### src/wsfhp_pkg.sv
// ----------------------------------------------------------------------------
// wsfhp_pkg
// Shared types and constants for the frame header parser.
// ----------------------------------------------------------------------------
`default_nettype none

package wsfhp_pkg;

	localparam int unsigned BYTE_W   = 8;
	localparam int unsigned OPCODE_W = 4;
	localparam int unsigned LEN_W    = 64;
	localparam int unsigned LEN7_W   = 7;
	localparam int unsigned EXT_W    = 3;
	localparam int unsigned USER_W   = 1 + OPCODE_W;

	localparam int unsigned FIN_BIT = 7;
	localparam logic [LEN7_W-1:0] LEN_EXT16 = 7'd126;
	localparam logic [EXT_W-1:0]  EXT16_LAST = 3'd1;
	localparam logic [EXT_W-1:0]  EXT64_LAST = 3'd7;

	typedef enum logic [1:0] {
		PH_HEAD    = 2'd0,
		PH_LEN     = 2'd1,
		PH_EXT     = 2'd2,
		PH_PAYLOAD = 2'd3
	} phase_t;

	typedef struct packed {
		logic              valid;
		logic [BYTE_W-1:0] data;
	} beat_t;

endpackage : wsfhp_pkg

`default_nettype wire

### src/websocket_frame_header_parser_top.sv
// ----------------------------------------------------------------------------
// websocket_frame_header_parser_top
// Tracks frame headers on a received byte stream, one result per byte.
//
//   channel   dir  tdata                    tlast        tuser
//   s_axis    in   [7:0] rx byte            -            -
//   m_axis    out  [63:0] payload length    frame done   [0] fin, [4:1] opcode
//
// One byte per cycle sustained while m_axis is not stalled; each result passes
// the input register, then the result register, before it reaches m_axis.
// arst_n clears the phase and all frame state.
// A stall on m_axis holds the result register; the input register then
// holds one more byte before s_axis_tready drops.
// ----------------------------------------------------------------------------
`default_nettype none

module websocket_frame_header_parser_top (
	input  wire         clk,
	input  wire         arst_n,
	input  wire         s_axis_tvalid,
	output logic        s_axis_tready,
	input  wire  [7:0]  s_axis_tdata,   // [7:0] rx_byte
	output logic        m_axis_tvalid,
	input  wire         m_axis_tready,
	output logic [63:0] m_axis_tdata,   // [63:0] payload_length
	output logic        m_axis_tlast,
	output logic [4:0]  m_axis_tuser    // [0] final_fragment, [4:1] frame_opcode
);
	import wsfhp_pkg::*;

	beat_t beat;
	logic  take;

	wsfhp_in_reg u_in_reg (
		.clk           (clk),
		.arst_n        (arst_n),
		.s_axis_tvalid (s_axis_tvalid),
		.s_axis_tready (s_axis_tready),
		.s_axis_tdata  (s_axis_tdata),
		.take          (take),
		.beat          (beat)
	);

	wsfhp_core u_core (
		.clk           (clk),
		.arst_n        (arst_n),
		.beat          (beat),
		.take          (take),
		.m_axis_tvalid (m_axis_tvalid),
		.m_axis_tready (m_axis_tready),
		.m_axis_tdata  (m_axis_tdata),
		.m_axis_tlast  (m_axis_tlast),
		.m_axis_tuser  (m_axis_tuser)
	);

endmodule : websocket_frame_header_parser_top

`default_nettype wire

### src/wsfhp_in_reg.sv
// ----------------------------------------------------------------------------
// wsfhp_in_reg
// Input register: holds one received byte until the parser takes it.
// ----------------------------------------------------------------------------
`default_nettype none

module wsfhp_in_reg (
	input  wire                         clk,
	input  wire                         arst_n,
	input  wire                         s_axis_tvalid,
	output logic                        s_axis_tready,
	input  wire [wsfhp_pkg::BYTE_W-1:0] s_axis_tdata,
	input  wire                         take,
	output wsfhp_pkg::beat_t            beat
);
	import wsfhp_pkg::*;

	logic              valid_s1;
	logic [BYTE_W-1:0] data_s1;

	assign s_axis_tready = !valid_s1 || take;

	always_ff @(posedge clk or negedge arst_n) begin
		if (!arst_n) begin
			valid_s1 <= 1'b0;
		end else if (s_axis_tready) begin
			valid_s1 <= s_axis_tvalid;
		end
	end

	always_ff @(posedge clk) begin
		if (s_axis_tready && s_axis_tvalid) begin
			data_s1 <= s_axis_tdata;
		end
	end

	assign beat.valid = valid_s1;
	assign beat.data  = data_s1;

endmodule : wsfhp_in_reg

`default_nettype wire

### src/wsfhp_core.sv
// ----------------------------------------------------------------------------
// wsfhp_core
// Frame state tracker and result register.
// ----------------------------------------------------------------------------
`default_nettype none

module wsfhp_core (
	input  wire                         clk,
	input  wire                         arst_n,
	input  wsfhp_pkg::beat_t            beat,
	output logic                        take,
	output logic                        m_axis_tvalid,
	input  wire                         m_axis_tready,
	output logic [wsfhp_pkg::LEN_W-1:0] m_axis_tdata,
	output logic                        m_axis_tlast,
	output logic [wsfhp_pkg::USER_W-1:0] m_axis_tuser
);
	import wsfhp_pkg::*;

	phase_t              phase_q, phase_d;
	logic                fin_q, fin_d;
	logic [OPCODE_W-1:0] opcode_q, opcode_d;
	logic                long_q, long_d;
	logic [EXT_W-1:0]    ext_q, ext_d;
	logic [LEN_W-1:0]    len_q, len_d;
	logic [LEN_W-1:0]    rcvd_q, rcvd_d;
	logic                done_d;

	logic [LEN7_W-1:0] code;
	logic [LEN_W-1:0]  len_shift;
	logic [LEN_W-1:0]  rcvd_inc;
	logic              ext_last;
	logic              step;

	logic                valid_s2;
	logic                last_s2;
	logic [USER_W-1:0]   user_s2;
	logic [LEN_W-1:0]    len_s2;

	assign take = !valid_s2 || m_axis_tready;
	assign step = take && beat.valid;

	assign code      = beat.data[LEN7_W-1:0];
	assign len_shift = {len_q[LEN_W-BYTE_W-1:0], beat.data};
	assign rcvd_inc  = rcvd_q + LEN_W'(1);
	assign ext_last  = long_q ? (ext_q == EXT64_LAST) : (ext_q == EXT16_LAST);

	// next phase
	always_comb begin
		phase_d = phase_q;
		unique case (phase_q)
			PH_HEAD: phase_d = PH_LEN;
			PH_LEN: begin
				if (code < LEN_EXT16) begin
					phase_d = (code == '0) ? PH_HEAD : PH_PAYLOAD;
				end else begin
					phase_d = PH_EXT;
				end
			end
			PH_EXT: begin
				if (ext_last) begin
					phase_d = (len_shift == '0) ? PH_HEAD : PH_PAYLOAD;
				end
			end
			PH_PAYLOAD: begin
				if (rcvd_inc >= len_q) begin
					phase_d = PH_HEAD;
				end
			end
			default: phase_d = PH_HEAD;
		endcase
	end

	// frame fields and done flag
	always_comb begin
		fin_d    = fin_q;
		opcode_d = opcode_q;
		long_d   = long_q;
		ext_d    = ext_q;
		len_d    = len_q;
		rcvd_d   = rcvd_q;
		done_d   = 1'b0;
		unique case (phase_q)
			PH_HEAD: begin
				fin_d    = beat.data[FIN_BIT];
				opcode_d = beat.data[OPCODE_W-1:0];
			end
			PH_LEN: begin
				if (code < LEN_EXT16) begin
					len_d  = LEN_W'(code);
					long_d = 1'b0;
					rcvd_d = '0;
					done_d = (code == '0);
				end else begin
					long_d = (code != LEN_EXT16);
					ext_d  = '0;
					len_d  = '0;
				end
			end
			PH_EXT: begin
				len_d = len_shift;
				if (ext_last) begin
					ext_d  = '0;
					rcvd_d = '0;
					done_d = (len_shift == '0);
				end else begin
					ext_d = ext_q + EXT_W'(1);
				end
			end
			PH_PAYLOAD: begin
				rcvd_d = rcvd_inc;
				done_d = (rcvd_inc >= len_q);
			end
			default: done_d = 1'b0;
		endcase
	end

	always_ff @(posedge clk or negedge arst_n) begin
		if (!arst_n) begin
			phase_q  <= PH_HEAD;
			fin_q    <= 1'b0;
			opcode_q <= '0;
			long_q   <= 1'b0;
			ext_q    <= '0;
			len_q    <= '0;
			rcvd_q   <= '0;
			valid_s2 <= 1'b0;
		end else begin
			if (step) begin
				phase_q  <= phase_d;
				fin_q    <= fin_d;
				opcode_q <= opcode_d;
				long_q   <= long_d;
				ext_q    <= ext_d;
				len_q    <= len_d;
				rcvd_q   <= rcvd_d;
			end
			if (take) begin
				valid_s2 <= beat.valid;
			end
		end
	end

	always_ff @(posedge clk) begin
		if (step) begin
			last_s2 <= done_d;
			user_s2 <= {opcode_d, fin_d};
			len_s2  <= len_d;
		end
	end

	assign m_axis_tvalid = valid_s2;
	assign m_axis_tlast  = last_s2;
	assign m_axis_tuser  = user_s2;
	assign m_axis_tdata  = len_s2;

endmodule : wsfhp_core

`default_nettype wire

### config.mk
export PLATFORM = sky130hd
export DESIGN_NAME = websocket_frame_header_parser_top
export DESIGN_NICKNAME = d
export VERILOG_FILES = /design/src/wsfhp_pkg.sv /design/src/websocket_frame_header_parser_top.sv /design/src/wsfhp_in_reg.sv /design/src/wsfhp_core.sv
export SDC_FILE = /design/constraint.sdc
export NUM_CORES = 1
export LEC_CHECK = 0
export ABC_AREA = 1
export BUFFER_PORTS_ARGS = -buffer_cell sky130_fd_sc_hd__buf_4
export CORE_MARGIN = 8
export CORE_UTILIZATION = 50
export CTS_BUF_LIST = sky130_fd_sc_hd__clkbuf_4
export CTS_CLUSTER_SIZE = 10
export DETAILED_ROUTE_END_ITERATION = 7
export PLACE_DENSITY_LB_ADDON = 0.2
export SYNTH_ARGS = -nofsm -noshare
export SYNTH_HDL_FRONTEND = slang
export SYNTH_HIERARCHICAL = 1
export SYNTH_SLANG_ARGS = --single-unit
### constraint.sdc
create_clock -name clk -period 4.8 [get_ports clk]
set_input_delay 1.44 -clock clk [delete_from_list [all_inputs] [get_ports clk]]
set_output_delay 1.44 -clock clk [all_outputs]
set_load 0.01 [all_outputs]
==> results of run 1 <==
-- per-stage QoR --
stage | instances | setup slack, ns | total power, uW | hold slack, ns | utilization (%)
2_1_floorplan | 1442 | 0.2313 | 2989 | 0.4503 | -
3_3_place_gp | 1814 | 1.245 | 3398 | 0.4795 | 54.59
3_5_place_dp | 1814 | 1.147 | 3430 | 0.4791 | 54.59
4_1_cts | 1920 | 1.144 | 5078 | 0.4935 | 57.65
5_1_grt | 1921 | 0.7046 | 5313 | 0.5310 | 57.66
6_report | 1921 | 1.093 | 5021 | 0.4957 | 57.66
-- registers in the layout, summed over array words and instances (netlist names), 2 cells and up --
signal,cells
u_core/len_q,64
u_core/m_axis_tdata,64
u_core/rcvd_q,64
u_in_reg/data_s1,8
u_core/m_axis_tuser,5
u_core/opcode_q,4
u_core/ext_q,3
u_core/phase_q,2
-- kinds of logic (layout without fill, tap and decap cells) --
| group | Yosys count | after routing | synth area share (%) |
|---|---|---|---|
| compound gates | 249 | 249 | 11.24 |
| xor+xnor | 48 | 48 | 3.718 |
| fa+ha+maj | 71 | 71 | 7.213 |
| buf+inv | 259 | 413 | 8.128 |
| flops | 219 | 219 | 47.67 |
| other cells | 0 | 1 | 0 |
| simple gates | 596 | 596 | 22.04 |
-- area by class of cell --
cell class | instances | share of cell area [%]
clock inverters | 18 | 0.5817
multi-input cells | 964 | 38.99
inverters | 215 | 5.826
diodes | 1 | 0.01790
well taps | 324 | 2.900
flip-flops and latches | 219 | 41.99
clock buffers | 88 | 4.725
repair buffers | 92 | 4.967
-- worst max path at each step --
stage	cells after the start	start	endpoint	slack [ns]
4_1_cts	21	u_core/rcvd_q[0]	u_core/phase_q[1]	1.14
5_1_grt	21	u_core/rcvd_q[0]	u_core/phase_q[0]	0.70
3_3_place_gp	20	u_core/rcvd_q[0]	u_core/phase_q[0]	1.24
6_report	21	u_core/rcvd_q[0]	u_core/phase_q[1]	1.09
3_5_place_dp	21	u_core/rcvd_q[0]	u_core/phase_q[1]	1.15
2_1_floorplan	6	m_axis_tready	u_core/m_axis_tdata[0]	0.23
-- power breakdown --
| part | internal (uW) | switching (uW) |
|---|---|---|
| clock network | 838 | 788 |
| logic | 331 | 860 |
| registers | 2130 | 70.6 |
| total | 3300 | 1720 |
-- worst max-delay path, cell delays in order, from the launching register on --
cell	delay, ns
dfrtp_1	0.46
ha_1	0.32
nand3_2	0.12
inv_1	0.20
nand4_1	0.17
nor2_1	0.14
nand3_1	0.15
nor2_2	0.28
nand4_1	0.15
and2_1	0.20
ha_1	0.26
nand2_1	0.06
nor2_1	0.11
nand2_1	0.09
nor3b_1	0.35
inv_1	0.08
nor2_1	0.09
nand2_1	0.07
nand3_1	0.11
nand2_1	0.09
nand2_1	0.08
nand2_1	0.05
-- metal layers --
metal  share of wire [%]  vias to the layer above  GRT usage, %
met4                 3.1                        0         8.336
met3                 6.4                       79         4.509
met5                   0                        -             0
met1                  43                     4941         29.64
met2                  47                      361         37.30
li1                    -                     5053             -
-- synth_stat cells (all sizes together) (5+ instances only) --
cell type and n:
nand3 49, edfxtp 78, nor4 5, o21ai 124, xnor2 6, o22ai 83
nand2 331, nor3 33, inv 215, dfrtp 141, xor2 42, buf 16
clkbuf 28, a21oi 31, nor2 120, ha 71, nand4 48
==> flow_summary.yaml, run 1 <==
run:
  maxCapViolCount: 0
worst_setup_path:
  r2r_end: "u_core/phase_q[1]"
  ff2ff_setup_slack_ns: 1.09
  r2r_cells: 21
  r2r_start: "u_core/rcvd_q[0]"
  crit_required_ns: 5.39
  critPathLaunchType: "flip-flop"
  crit_fanout: 6
  endpoint_kind: "flip-flop"
  cp.arrival_ns: 4.29
  crit_type: "flip-flop to flip-flop"
sta:
  period_share_pct: 77.22
  hold_viol: 0
  worstMarginPinSlew_ns: 0.8080
  final_max_slew_viol_count: 0
  min_period_ns: 3.707
  setup_viol: 0
  tns_ns: 0
  relSlewSlack_pct: 46.13
  timing.fmax_mhz: 269.8
  skew_ns: 0.05295
  rsz0062_at_grt: "no"
cts:
  h-tree-depth: 2
  tritoncts: "done"
  cts_inserted_buffers: 58
  cts.sinks: 219
  clockBufferDepth: 3
  cts_setup_buffers: 0
  clk-insertion-delay-late_ns: 0.70
  cts_resized: 0
  path_clk_slew_ns: 0.07
  root_buffer: "clkbuf_4"
  ctsHoldBuffers: 0
cells_and_area:
  fin_nets: 1633
  mostFrequentLayoutCells: "nand2_1 (322), inv_1 (201), dfrtp_1 (141), o21ai_0 (111), nor2_1 (100)"
  fin_area_sq_mm: 0.01398
  fillerInstances: 2290
  layout_commonest_cell: "nand2_1"
  seqCellArea_sq_mm: 0.005871
  multi_input_area_sq_mm: 0.005451
  area_growth_pct: 13.52
  layout-drive-gt1-share_pct: 16.04
placement:
  portBuffers: 83
  dp_hpwl_um: 25450
  gp_congestion: 0.9957
  placedInstanceArea_sq_mm: 0.01324
pwr:
  ir_drop_uv: 327.6
  leakagePower_uw: 0.006409
  p_per_area_mw_per_mm2: 359.2
detailed_routing:
  vias: 10430
  viasPerCell: 5.432
  wl_per_cell_um: 17.86
  drc_errors: 0
  wl_um: 34310
  drt-initial-drc-count: 894
  dr.pass1.iters: 5
  drt.antenna.violating_nets: 0
worst_hold_path:
  hold-path-cell-count: 1
  hp-class: "flip-flop to flip-flop"
  min_to: "u_core/ext_q[2]"
  min_from: "u_core/ext_q[2]"
synth:
  synth-main-ff-cell: "dfrtp_1"
  async_reset_ff_share_pct: 64.38
  syn-cell-area_sq_mm: 0.01232
  syn_nets: 1525
  yosys-top-cells-area: "dfrtp_1 (29%), edfxtp_1 (19%), nand2_1 (9.8%), ha_1 (7.2%), inv_1 (6.2%)"
  ys_types: 42
  syn_area_per_cell_sq_um: 8.541
  synth_top_area_cell: "dfrtp_1"
  ys_seq_area_share_pct: 47.67
  synth_edf_count: 78
  yosys.area.top_type_share_pct: 28.65
  ys_ff_latch: 219
  yosys_warnings: 6
  syn_inst: 1442
floorplanning:
  placementRows: 57
  dieArea_sq_mm: 0.02991
  dieHeight_um: 172.9
  ios: 84
  start_util_pct: 50.79
  fp.dieW_um: 172.9
  core_sq_mm: 0.02425
global_routing:
  antenna_found_initial: 1
  grt-ovfl-total: 0
  grt_usage_pct: 22.79
  grt_pass1_vias: 10320
  grt_max_degree: 89
  grt_pass1_wl_um: 55410
outcome:
  status: "completed"
Note: power is estimated with default switching activity, not from simulation.
==> inputs of run 2 (changes only) <==
==> constraint.sdc (replaced) <==
create_clock -name clk -period 3.5 [get_ports clk]
set_input_delay 1.05 -clock clk [delete_from_list [all_inputs] [get_ports clk]]
set_output_delay 1.05 -clock clk [all_outputs]
set_load 0.01 [all_outputs]
==> flow_summary.yaml, run 2 (synthesis results as in run 1) <==
outcome:
  status: "completed"
worst_setup_path:
  critPathLaunchType: "flip-flop"
  cp.arrival_ns: 3.90
  crit_type: "flip-flop to flip-flop"
  r2r_cells: 22
  crit_fanout: 6
  endpoint_kind: "flip-flop"
  ff2ff_setup_slack_ns: 0.17
  r2r_start: "u_core/rcvd_q[0]"
  setup.worst_path.start: "u_core/rcvd_q[0]"
  r2r_end: "u_core/phase_q[0]"
  crit_required_ns: 4.08
global_routing:
  grt_pass1_wl_um: 56390
  grt_max_degree: 209
  grt_pass1_vias: 10240
  antenna_found_initial: 1
  grt-ovfl-total: 0
  grt_usage_pct: 23.40
cells_and_area:
  fin_area_sq_mm: 0.01427
  layout_commonest_cell: "nand2_1"
  mostFrequentLayoutCells: "nand2_1 (320), inv_1 (200), dfrtp_1 (137), buf_4 (114), o21ai_0 (111)"
  final_util_pct: 58.86
  layout-drive-gt1-share_pct: 18.31
  area_growth_pct: 15.89
  fin_nets: 1658
sta:
  period_share_pct: 95.10
  relSlewSlack_pct: 42.63
  rsz0062_at_grt: "yes"
  final_max_slew_viol_count: 0
  worstMarginPinSlew_ns: 0.8606
  timing.fmax_mhz: 300.4
  hold_slack_ns: 0.2991
  min_period_ns: 3.328
  skew_ns: 0.04453
  hold_viol: 0
  setup_viol: 0
cts:
  path_clk_slew_ns: 0.07
  cts_inserted_buffers: 57
  tritoncts: "done"
  root_buffer: "clkbuf_4"
  clockBufferDepth: 3
  h-tree-depth: 2
  cts.sinks: 219
  clk-insertion-delay-late_ns: 0.70
  ctsHoldBuffers: 0
detailed_routing:
  wl_um: 35180
  viasPerCell: 5.380
  drt.antenna.violating_nets: 0
  dr.pass1.iters: 5
  drc_errors: 0
  wl_per_cell_um: 18.07
  drt-initial-drc-count: 916
  vias: 10480
pwr:
  ir_drop_uv: 494.2
  leakagePower_uw: 0.006563
  p_per_area_mw_per_mm2: 482.9
placement:
  placedInstanceArea_sq_mm: 0.01342
  gp_congestion: 0.9872
  dp_hpwl_um: 26070
  portBuffers: 83
floorplanning:
  fp.dieW_um: 172.9
  dieHeight_um: 172.9
  placementRows: 57
  start_util_pct: 50.79
  dieArea_sq_mm: 0.02991
  ios: 84
  core_sq_mm: 0.02425
worst_hold_path:
  hp-class: "primary input to async pin"
run:
  maxCapViolCount: 0
-- run 2: changes by cell type in the layout (fill, tap and decap cells not counted), sizes merged --
cell / delta
buf: +26
clkbuf: -6
clkinv: +6
-- run 2: cell type report --
class                   count  area (sq um)
multi-input cells         964          5527
clock buffers              82         615.6
clock inverters            24         105.1
repair buffers            118         927.1
inverters                 215         814.5
diodes                      1         2.502
well taps                 324         405.4
flip-flops and latches    219          5876
fillers                  2271          9976
-- run 2: through the flow --
stage                     power (uW)  setup TNS (ns)  setup slack, ns  instances
final                           6893               0           0.1715       1947
after global routing            7309        -0.04225         -0.02151       1947
after CTS                       6931               0          0.04194       1939
after detailed placement        4723               0          0.08860       1833
after global placement          4687               0          0.09749       1833
after floorplan                 4096               0           0.4167       1442
-- run 2: worst max-delay path by stage --
stage	to	slack, ns
3_5_place_dp	u_core/phase_q[0]	0.09
2_1_floorplan	u_core/m_axis_tdata[0]	0.42
3_3_place_gp	u_core/phase_q[1]	0.1
4_1_cts	u_core/m_axis_tlast	0.04
6_report	u_core/phase_q[0]	0.17
5_1_grt	u_core/phase_q[1]	-0.02
-- run 2: where the power goes --
group	internal, uW	switching, uW	leakage (uW)
Sequential	2930	89.7	0.00272
Combinational	490	1210	0.00341
Clock	1090	1100	0.000428
-- run 2: per-layer routing --
metal / up-vias / part of all wire, % / global-route usage [%]
li1: 5111 / - / -
met1: 4955 / 44 / 30.91
met2: 337 / 47 / 37.98
met3: 72 / 5.9 / 4.095
met4: 0 / 3.1 / 8.911
met5: - / 0 / 0
-- run 2: worst max-delay path, stage by stage, from the launching register on --
cell     delay (ns)
dfrtp_2        0.41
ha_2           0.21
nand3_2        0.12
inv_2          0.10
nand4_1        0.12
nor2_1         0.16
nand3_2        0.16
nor2_4         0.22
nand4_1        0.13
and2_1         0.19
ha_1           0.27
nand2_1        0.05
nor2_1         0.13
nand2_1        0.10
nor3b_2        0.18
buf_4          0.15
inv_1          0.04
nor2_1         0.07
nand2_1        0.08
nand3_1        0.11
nand2_1        0.09
nand2_1        0.07
nand2_1        0.05
-- run 2: repair_timing --
item                                    4_1_cts  5_1_grt
buffers inserted                              0        7
endpoints found under the setup margin        0        3
gates resized for setup                       0       24
